## config.mk

```make
export PLATFORM = sky130hd
export DESIGN_NAME = hsv_to_rgb_converter
export DESIGN_NICKNAME = d
export VERILOG_FILES = /design/src/design/hsv2rgb_pkg.sv /design/src/design/hsv2rgb_div_const.sv /design/src/design/hsv_to_rgb_converter.sv
export SDC_FILE = /design/constraint.sdc
export NUM_CORES = 1
export LEC_CHECK = 0
export ABC_AREA = 1
export BUFFER_PORTS_ARGS = -buffer_cell sky130_fd_sc_hd__clkbuf_2
export CELL_PAD_IN_SITES_DETAIL_PLACEMENT = 1
export CELL_PAD_IN_SITES_GLOBAL_PLACEMENT = 2
export CORE_AREA = 2 2 209 211
export CTS_CLUSTER_DIAMETER = 30
export DETAILED_ROUTE_END_ITERATION = 10
export DIE_AREA = 0 0 211 213
export PLACE_DENSITY_LB_ADDON = 0.1
export SLEW_MARGIN = 15
export SYNTH_ARGS = -nofsm -noshare
export SYNTH_HDL_FRONTEND = slang
export SYNTH_SLANG_ARGS = --single-unit
```

## constraint.sdc

```tcl
create_clock -name clk -period 10.6 [get_ports clk]
set_clock_uncertainty 0.1 [all_clocks]
set_input_delay 1.06 -clock clk [delete_from_list [all_inputs] [get_ports clk]]
set_output_delay 1.06 -clock clk [all_outputs]
set_load 0.005 [all_outputs]
```

## src/design/hsv2rgb_pkg.sv

```systemverilog
`timescale 1ns / 1ps
// ----------------------------------------------------------------------------
// hsv2rgb_pkg
// shared constants, lookup tables and types for the hsv to rgb converter
// ----------------------------------------------------------------------------
package hsv2rgb_pkg;

  localparam int unsigned HUE_CIRCLE   = 360;
  localparam int unsigned SECTOR_SPAN  = 60;
  localparam int unsigned PERCENT_FULL = 100;
  localparam int unsigned CHANNEL_FULL = 255;

  // reciprocal constants, exact for the operand ranges that reach them
  localparam int unsigned DIV100_K     = 5243;
  localparam int unsigned DIV100_SHIFT = 19;
  localparam int unsigned DIV60_K      = 17477;
  localparam int unsigned DIV60_SHIFT  = 20;

  typedef enum logic [2:0] {
    SEC_RED_YEL = 3'd0,
    SEC_YEL_GRN = 3'd1,
    SEC_GRN_CYN = 3'd2,
    SEC_CYN_BLU = 3'd3,
    SEC_BLU_MAG = 3'd4,
    SEC_MAG_RED = 3'd5
  } sector_t;

  // (hi * 256) mod 360 for the upper hue byte
  typedef logic [8:0] hue_tbl_t [256];
  // clamped brightness percent scaled to 0..255
  typedef logic [7:0] top_tbl_t [128];

  function automatic hue_tbl_t build_hue_hi_tbl();
    hue_tbl_t t;
    for (int i = 0; i < 256; i++) begin
      t[i] = 9'((i * 256) % HUE_CIRCLE);
    end
    return t;
  endfunction

  function automatic top_tbl_t build_top_tbl();
    top_tbl_t t;
    int unsigned p;
    for (int i = 0; i < 128; i++) begin
      p = (i > PERCENT_FULL) ? PERCENT_FULL : i;
      t[i] = 8'((p * CHANNEL_FULL) / PERCENT_FULL);
    end
    return t;
  endfunction

  localparam hue_tbl_t HUE_HI_MOD = build_hue_hi_tbl();
  localparam top_tbl_t TOP_TBL    = build_top_tbl();

endpackage

```

## src/design/hsv2rgb_div_const.sv

```systemverilog
`timescale 1ns / 1ps
// ----------------------------------------------------------------------------
// hsv2rgb_div_const
// one-stage division by a constant: registered reciprocal multiply, shift out
// ----------------------------------------------------------------------------
module hsv2rgb_div_const #(
  parameter int unsigned XW = 15,
  parameter int unsigned QW = 8,
  parameter int unsigned K  = 5243,
  parameter int unsigned S  = 19
) (
  input  logic          clk,
  input  logic [XW-1:0] x,
  output logic [QW-1:0] q
);

  localparam int unsigned KW = $clog2(K + 1);
  localparam int unsigned PW = XW + KW;

  logic [PW-1:0] prod_r;
  logic [PW-1:0] prod_nxt;

  assign prod_nxt = PW'(x) * PW'(K);

  always_ff @(posedge clk) begin
    prod_r <= prod_nxt;
  end

  assign q = prod_r[S+QW-1:S];

endmodule

```

## src/design/hsv_to_rgb_converter.sv

```systemverilog
`timescale 1ns / 1ps
// ----------------------------------------------------------------------------
// hsv_to_rgb_converter
// integer hsv (degrees, percent, percent) to 8-bit rgb, six-stage pipeline
// ----------------------------------------------------------------------------
// usage:
//   a request is taken on every rising edge where start is high and busy is
//   low; busy is always low, so one request per clock is accepted
//   in_hue is any 16-bit value (reduced mod 360), saturation and brightness
//   above 100 are treated as 100
//   the rgb result appears on out_red/out_green/out_blue for one cycle,
//   flagged by out_valid, once the request has passed through every stage
//   throughput is one request per cycle; between the first and last stages,
//   the two reciprocal-multiply dividers (by 100 and by 60) and the two
//   products feeding them each own a pipeline stage
//   the receiver cannot stall, so nothing is held back and nothing queues
//   reset (rst_n low, synchronous) clears all valid bits; requests in flight
//   are dropped and out_valid stays low until new results arrive
// ----------------------------------------------------------------------------
module hsv_to_rgb_converter
  import hsv2rgb_pkg::*;
(
  input  logic        clk,
  input  logic        rst_n,
  input  logic        start,
  output logic        busy,
  input  logic [15:0] in_hue,
  input  logic [6:0]  in_saturation,
  input  logic [6:0]  in_brightness,
  output logic        out_valid,
  output logic [7:0]  out_red,
  output logic [7:0]  out_green,
  output logic [7:0]  out_blue
);

  localparam logic [6:0] PCT_MAX  = 7'(PERCENT_FULL);
  localparam logic [9:0] HUE_MOD  = 10'(HUE_CIRCLE);
  // first hue of each sector past the first
  localparam logic [8:0] SEC1_BASE = 9'(1 * SECTOR_SPAN);
  localparam logic [8:0] SEC2_BASE = 9'(2 * SECTOR_SPAN);
  localparam logic [8:0] SEC3_BASE = 9'(3 * SECTOR_SPAN);
  localparam logic [8:0] SEC4_BASE = 9'(4 * SECTOR_SPAN);
  localparam logic [8:0] SEC5_BASE = 9'(5 * SECTOR_SPAN);

  logic accept;

  // no backpressure anywhere in the pipe
  assign busy   = 1'b0;
  assign accept = start && !busy;

  // --------------------------------------------------------------------------
  // stage 1: hue mod 360, brightness to top level, inverse saturation
  // --------------------------------------------------------------------------
  logic       v1_r;
  logic [8:0] hue1_r, hue1_nxt;
  logic [7:0] top1_r, top1_nxt;
  logic [6:0] isat1_r, isat1_nxt;
  logic [9:0] hue_sum;
  logic [6:0] sat_clamp;

  // upper byte folded through a table, lower byte added, one correction
  assign hue_sum   = {1'b0, HUE_HI_MOD[in_hue[15:8]]} + {2'b00, in_hue[7:0]};
  assign hue1_nxt  = (hue_sum >= HUE_MOD) ? 9'(hue_sum - HUE_MOD) : hue_sum[8:0];
  assign top1_nxt  = TOP_TBL[in_brightness];
  assign sat_clamp = (in_saturation > PCT_MAX) ? PCT_MAX : in_saturation;
  assign isat1_nxt = PCT_MAX - sat_clamp;

  always_ff @(posedge clk) begin
    hue1_r  <= hue1_nxt;
    top1_r  <= top1_nxt;
    isat1_r <= isat1_nxt;
  end

  // --------------------------------------------------------------------------
  // stage 2: sector and remainder, top * (100 - sat)
  // --------------------------------------------------------------------------
  logic       v2_r;
  sector_t    sector2_r, sector2_nxt;
  logic [5:0] rem2_r, rem2_nxt;
  logic [7:0] top2_r;
  logic [14:0] prod2_r, prod2_nxt;
  logic [8:0] base;

  // sector from five threshold compares, remainder by subtracting the base
  always_comb begin
    if (hue1_r >= SEC5_BASE) begin
      sector2_nxt = SEC_MAG_RED;
      base        = SEC5_BASE;
    end else if (hue1_r >= SEC4_BASE) begin
      sector2_nxt = SEC_BLU_MAG;
      base        = SEC4_BASE;
    end else if (hue1_r >= SEC3_BASE) begin
      sector2_nxt = SEC_CYN_BLU;
      base        = SEC3_BASE;
    end else if (hue1_r >= SEC2_BASE) begin
      sector2_nxt = SEC_GRN_CYN;
      base        = SEC2_BASE;
    end else if (hue1_r >= SEC1_BASE) begin
      sector2_nxt = SEC_YEL_GRN;
      base        = SEC1_BASE;
    end else begin
      sector2_nxt = SEC_RED_YEL;
      base        = '0;
    end
    rem2_nxt = 6'(hue1_r - base);
  end

  assign prod2_nxt = 15'(top1_r) * 15'(isat1_r);

  always_ff @(posedge clk) begin
    sector2_r <= sector2_nxt;
    rem2_r    <= rem2_nxt;
    top2_r    <= top1_r;
    prod2_r   <= prod2_nxt;
  end

  // --------------------------------------------------------------------------
  // stage 3: bottom = prod / 100 (reciprocal multiply registered in divider)
  // --------------------------------------------------------------------------
  logic       v3_r;
  sector_t    sector3_r;
  logic [5:0] rem3_r;
  logic [7:0] top3_r;
  logic [7:0] bottom_q;

  hsv2rgb_div_const #(
    .XW (15),
    .QW (8),
    .K  (DIV100_K),
    .S  (DIV100_SHIFT)
  ) u_div100 (
    .clk (clk),
    .x   (prod2_r),
    .q   (bottom_q)
  );

  always_ff @(posedge clk) begin
    sector3_r <= sector2_r;
    rem3_r    <= rem2_r;
    top3_r    <= top2_r;
  end

  // --------------------------------------------------------------------------
  // stage 4: (top - bottom) * rem
  // --------------------------------------------------------------------------
  logic        v4_r;
  sector_t     sector4_r;
  logic [7:0]  top4_r, bottom4_r;
  logic [7:0]  diff;
  logic [13:0] sprod4_r, sprod4_nxt;

  assign diff       = top3_r - bottom_q;
  assign sprod4_nxt = 14'(diff) * 14'(rem3_r);

  always_ff @(posedge clk) begin
    sector4_r <= sector3_r;
    top4_r    <= top3_r;
    bottom4_r <= bottom_q;
    sprod4_r  <= sprod4_nxt;
  end

  // --------------------------------------------------------------------------
  // stage 5: step = sprod / 60
  // --------------------------------------------------------------------------
  logic       v5_r;
  sector_t    sector5_r;
  logic [7:0] top5_r, bottom5_r;
  logic [7:0] step_q;

  hsv2rgb_div_const #(
    .XW (14),
    .QW (8),
    .K  (DIV60_K),
    .S  (DIV60_SHIFT)
  ) u_div60 (
    .clk (clk),
    .x   (sprod4_r),
    .q   (step_q)
  );

  always_ff @(posedge clk) begin
    sector5_r <= sector4_r;
    top5_r    <= top4_r;
    bottom5_r <= bottom4_r;
  end

  // --------------------------------------------------------------------------
  // stage 6: ramps and channel routing into the output registers
  // --------------------------------------------------------------------------
  logic [7:0] rise, fall;
  logic [7:0] red_nxt, green_nxt, blue_nxt;
  logic [7:0] out_red_r, out_green_r, out_blue_r;
  logic       out_valid_r;

  assign rise = bottom5_r + step_q;
  assign fall = top5_r - step_q;

  always_comb begin
    case (sector5_r)
      SEC_RED_YEL: begin
        red_nxt = top5_r;    green_nxt = rise;      blue_nxt = bottom5_r;
      end
      SEC_YEL_GRN: begin
        red_nxt = fall;      green_nxt = top5_r;    blue_nxt = bottom5_r;
      end
      SEC_GRN_CYN: begin
        red_nxt = bottom5_r; green_nxt = top5_r;    blue_nxt = rise;
      end
      SEC_CYN_BLU: begin
        red_nxt = bottom5_r; green_nxt = fall;      blue_nxt = top5_r;
      end
      SEC_BLU_MAG: begin
        red_nxt = rise;      green_nxt = bottom5_r; blue_nxt = top5_r;
      end
      default: begin
        red_nxt = top5_r;    green_nxt = bottom5_r; blue_nxt = fall;
      end
    endcase
  end

  always_ff @(posedge clk) begin
    out_red_r   <= red_nxt;
    out_green_r <= green_nxt;
    out_blue_r  <= blue_nxt;
  end

  // valid bits travel alongside the data
  always_ff @(posedge clk) begin
    if (!rst_n) begin
      v1_r        <= 1'b0;
      v2_r        <= 1'b0;
      v3_r        <= 1'b0;
      v4_r        <= 1'b0;
      v5_r        <= 1'b0;
      out_valid_r <= 1'b0;
    end else begin
      v1_r        <= accept;
      v2_r        <= v1_r;
      v3_r        <= v2_r;
      v4_r        <= v3_r;
      v5_r        <= v4_r;
      out_valid_r <= v5_r;
    end
  end

  assign out_valid = out_valid_r;
  assign out_red   = out_red_r;
  assign out_green = out_green_r;
  assign out_blue  = out_blue_r;

  // --------------------------------------------------------------------------
  // assertions
  // --------------------------------------------------------------------------
`ifndef ASSERT_OFF
  // remainder from the sector split stays inside one sector
  a_rem_range: assert property (@(posedge clk) disable iff (!rst_n)
    v2_r |-> (rem2_r < 6'(SECTOR_SPAN)))
    else $error("sector remainder out of range");

  // minimum never exceeds maximum after the divide by 100
  a_bottom_le_top: assert property (@(posedge clk) disable iff (!rst_n)
    v3_r |-> (bottom_q <= top3_r))
    else $error("bottom channel above top channel");

  // ramp step fits between min and max, so rise and fall do not wrap
  a_step_fits: assert property (@(posedge clk) disable iff (!rst_n)
    v5_r |-> (step_q <= 8'(top5_r - bottom5_r)))
    else $error("ramp step exceeds channel span");

  // a reset cycle leaves no result strobe behind it
  a_reset_clears: assert property (@(posedge clk)
    !rst_n |=> !out_valid)
    else $error("result strobe after reset");
`endif

endmodule
```

==> results by group <==
Clock network
  – Worst skew pair latency: 0.46 ns
  – Number of buffers inserted during clock tree synthesis: 17
  – Resized Gates After CTS: 0
  – CTS Buffer Depth: 2
  – Clock Tree Root: sky130_fd_sc_hd__clkbuf_16
  – Clock Pin Slew Worst Setup and Hold Paths: 0.08 ns
  – Number of setup buffers added after CTS: 0
  – # H-tree levels: 4
  – Total number of clock tree sinks: 171
  – CTS Hold Bufs: 0
  – TritonCTS clock tree: done

Synth
  – Main combinational cell family by area after synthesis: adder cells
  – Sequential area share after synthesis: 0.1938
  – Cell type with the highest aggregate area in the netlist: sky130_fd_sc_hd__ha_1
  – Most numerous cell types in the synthesized netlist: sky130_fd_sc_hd__inv_1 (427), sky130_fd_sc_hd__nand2_1 (412), sky130_fd_sc_hd__ha_1 (289)
  – Fraction of synthesized cell area in xor and xnor cells: 0.03470
  – Biggest area contributors in the synthesized netlist: sky130_fd_sc_hd__ha_1 (20%), sky130_fd_sc_hd__dfxtp_1 (19%), sky130_fd_sc_hd__fa_1 (17%)
  – Mapped Nets: 2721
  – Unique cell type count in the Yosys netlist: 52
  – Most common cell in the synthesized netlist: sky130_fd_sc_hd__inv_1
  – Simple logic cell fraction of the synthesized area: 0.1742
  – Commonest register cell after synthesis: sky130_fd_sc_hd__dfxtp_1
  – Cell Area, Synth: 17670 sq um
  – Post-Synthesis Mean Instance Area: 7.845 sq um
  – Post-synthesis share of cell area spent on full adders, half adders and majority gates: 0.3712
  – Count of synthesis-stage warnings from yosys: 0
  – Async SR Flop Fraction: 0
  – Synthesized-area fraction occupied by ao, oa, aoi and oai cells: 0.1215
  – Share of Yosys cell area claimed by the top area cell type: 0.2047
  – Number of enable-type register cells in the synthesized netlist: 0
  – Mux share of post-synthesis cell area: 0
  – Gate count after technology mapping: 2252
  – Flop and latch count out of synthesis: 171

GRT
  – Sum of overflow across all layers after global routing: 0
  – Pin count of the biggest net entering global routing: 59
  – Initial antenna violation count: 2
  – Via count of the first global-routing pass: 15740
  – Global-route wire length before repair: 81320 um
  – Combined global-route utilization of all metal layers: 0.2269

Worst setup path
  – Data arrival at the endpoint of the critical path: 5.64 ns
  – Type of destination of the critical path: flop
  – WP buf/inv: 3
  – Crit path kind: reg2reg
  – Required time of the critical path: 10.88 ns
  – Maximum fanout count along the critical path: 6
  – Critical-path cell with the highest stage delay: sky130_fd_sc_hd__fa_1
  – CP cell instances: inv_1 -> ha_1 -> fa_1 -> o21ai_0 -> nand2_1 -> nand2_1 -> a21oi_1 -> xor2_1 -> nor2_1 -> fa_1 -> fa_1 -> inv_1 -> fa_1 -> inv_1 -> ha_1 -> nand2_1 -> o21ai_0 -> a21oi_1 -> o21ai_0 -> a21oi_1 -> o21bai_1 -> xnor2_1
  – Cell type group with the largest total delay on the critical path: adder cells
  – Most common cell type on the critical path: sky130_fd_sc_hd__fa_1
  – Largest stage delay, worst path: 0.53 ns
  – Crit start category: flop

Route
  – Number of vias in the routed layout: 14760
  – Detailed-route DRC error count: 0
  – Total Wirelength: 48910 um
  – Length of the first detailed-routing pass in iterations: 5
  – Iteration-0 DRC count of the detailed router: 717
  – Number of vias per cell: 5.196
  – Routed wire length per instance: 17.22 um
  – Post-route antenna net violation count: 0

Placement
  – Post-DP HPWL: 40490 um
  – Final weighted congestion in routability-driven placement: 0.8860
  – Count of input and output buffers: 57

Timing
  – Worst Tran Pin Value: 0.7973 ns
  – Maximum achievable frequency: 186.5 MHz
  – Total negative slack for setup checks: 0 ns
  – RSZ-0062 raised after global routing: no
  – Pins Over Slew Limit: 0
  – Minimum period implied by the final worst setup slack: 5.362 ns
  – Max transition margin: 0.4679
  – Final period util: 0.5058
  – Setup-violating endpoint count in the final report: 0
  – Final hold violations: 0

Final layout
  – Number of fillers in the final layout: 5241
  – Final cell utilization of the core: 0.4462
  – Post-synthesis to final-layout area growth: 7.840%
  – Register name with the most flops: prod2_r
  – Layout cell share with drive strength beyond 1: 0.05359
  – Max reg flops: 15
  – Diode insertion count for antenna repair: 0
  – Total Nets Final: 2751
  – Largest registers in the final layout: prod2_r: 15 flops, sprod4_r: 14 flops, hue1_r: 9 flops
  – Total area of multi-input combinational cells: 12400 sq um
  – Sequential cell area: 3423 sq um

Floorplan
  – Effective utilization at floorplan: 0.4138
  – Top-level I/O count: 59
  – Floorplan core area: 42700 sq um
  – DIE HEIGHT: 213 um
  – Row count: 76
  – Horizontal die dimension: 211 um
  – Total Die Area: 44940 sq um

Job
  – Number of maximum-capacitance violations: 0

Outcome
  – Result of the run: finished clean

Hold path
  – Worst hold-check path type: reg2reg
-- logic make-up (layout without fill, tap and decap cells) --
family / count (synthesis) / in the layout
AOI/OAI and AO/OA: 365 / 365
buffers and inverters: 480 / 523
DFF: 171 / 171
and+or+nand+nor: 729 / 729
xor gates and xnor gates: 70 / 70
other: 1 / 1
adders and majority gates: 436 / 436
-- area by class of cell --
class                      instances  share of cell area
multi-input combinational       1601              0.6509
clock inverter                    15             0.01018
inverter                         431             0.08491
sequential                       171              0.1797
timing repair buffer              60             0.01616
clock buffer                      17             0.02233
tap                              546             0.03586
-- path summary, 6_finish.rpt --
kind	from	end	slack, ns	depth (start not counted)
worst min-delay path	top2_r[2]	top3_r[2]	0.22	0
worst max-delay path	top3_r[0]	sprod4_r[13]	5.24	22
worst max register to register	top3_r[0]	sprod4_r[13]	5.24	22
worst min register to register	top2_r[2]	top3_r[2]	0.22	0
-- placed cells by master, fill, tap and decap left out, types with 7 or more instances in the layout --
cell type	count
sky130_fd_sc_hd__xor2_1	42
sky130_fd_sc_hd__nand4_1	13
sky130_fd_sc_hd__a211oi_1	8
sky130_fd_sc_hd__a31oi_1	20
sky130_fd_sc_hd__nor3_1	15
sky130_fd_sc_hd__o221ai_1	9
sky130_fd_sc_hd__ha_1	289
sky130_fd_sc_hd__o211ai_1	23
sky130_fd_sc_hd__nand2_4	8
sky130_fd_sc_hd__a21oi_1	119
sky130_fd_sc_hd__inv_1	427
sky130_fd_sc_hd__clkbuf_16	17
sky130_fd_sc_hd__o31ai_1	10
sky130_fd_sc_hd__clkbuf_2	57
sky130_fd_sc_hd__a21o_1	12
sky130_fd_sc_hd__a22oi_1	7
sky130_fd_sc_hd__o2111ai_1	15
sky130_fd_sc_hd__fa_1	147
sky130_fd_sc_hd__nand3_1	105
sky130_fd_sc_hd__nand2_1	412
sky130_fd_sc_hd__nor2_1	148
sky130_fd_sc_hd__o21ai_0	119
sky130_fd_sc_hd__xnor2_1	28
sky130_fd_sc_hd__dfxtp_1	171
-- per-layer routing --
metal | global-route usage | vias to the layer above | wire length (um)
met4 | 0.05512 | 0 | 809
met1 | 0.3033 | 7169 | 23350
met2 | 0.3960 | 200 | 23650
met5 | 0 | - | 0
li1 | - | 7341 | -
met3 | 0.02030 | 52 | 1097
-- stage by stage --
stage | cell area [sq um] | hold slack (ns) | setup WS (ns) | std cells
6_report | 19050 | 0.2248 | 5.238 | 2841
5_1_grt | 19050 | 0.2333 | 4.849 | 2841
4_1_cts | 19050 | 0.2231 | 5.264 | 2841
3_5_place_dp | 18430 | 0.2132 | 5.313 | 2809
3_3_place_gp | 18430 | 0.2099 | 5.510 | 2809
2_1_floorplan | 17670 | 0.2096 | 5.888 | 2252
-- worst reg2reg max path, cell delays in order (launching register included) --
cell and delay [ns]:
sky130_fd_sc_hd__dfxtp_1 0.34, sky130_fd_sc_hd__inv_1 0.06, sky130_fd_sc_hd__ha_1 0.21, sky130_fd_sc_hd__fa_1 0.40, sky130_fd_sc_hd__o21ai_0 0.31, sky130_fd_sc_hd__nand2_1 0.09
sky130_fd_sc_hd__nand2_1 0.07, sky130_fd_sc_hd__a21oi_1 0.07, sky130_fd_sc_hd__xor2_1 0.43, sky130_fd_sc_hd__nor2_1 0.12, sky130_fd_sc_hd__fa_1 0.49, sky130_fd_sc_hd__fa_1 0.49
sky130_fd_sc_hd__inv_1 0.05, sky130_fd_sc_hd__fa_1 0.53, sky130_fd_sc_hd__inv_1 0.04, sky130_fd_sc_hd__ha_1 0.36, sky130_fd_sc_hd__nand2_1 0.09, sky130_fd_sc_hd__o21ai_0 0.20
sky130_fd_sc_hd__a21oi_1 0.09, sky130_fd_sc_hd__o21ai_0 0.30, sky130_fd_sc_hd__a21oi_1 0.12, sky130_fd_sc_hd__o21bai_1 0.19, sky130_fd_sc_hd__xnor2_1 0.15
Power is not shown: default switching activity piles up to over one toggle a cycle in this logic, so the estimate is an artifact.
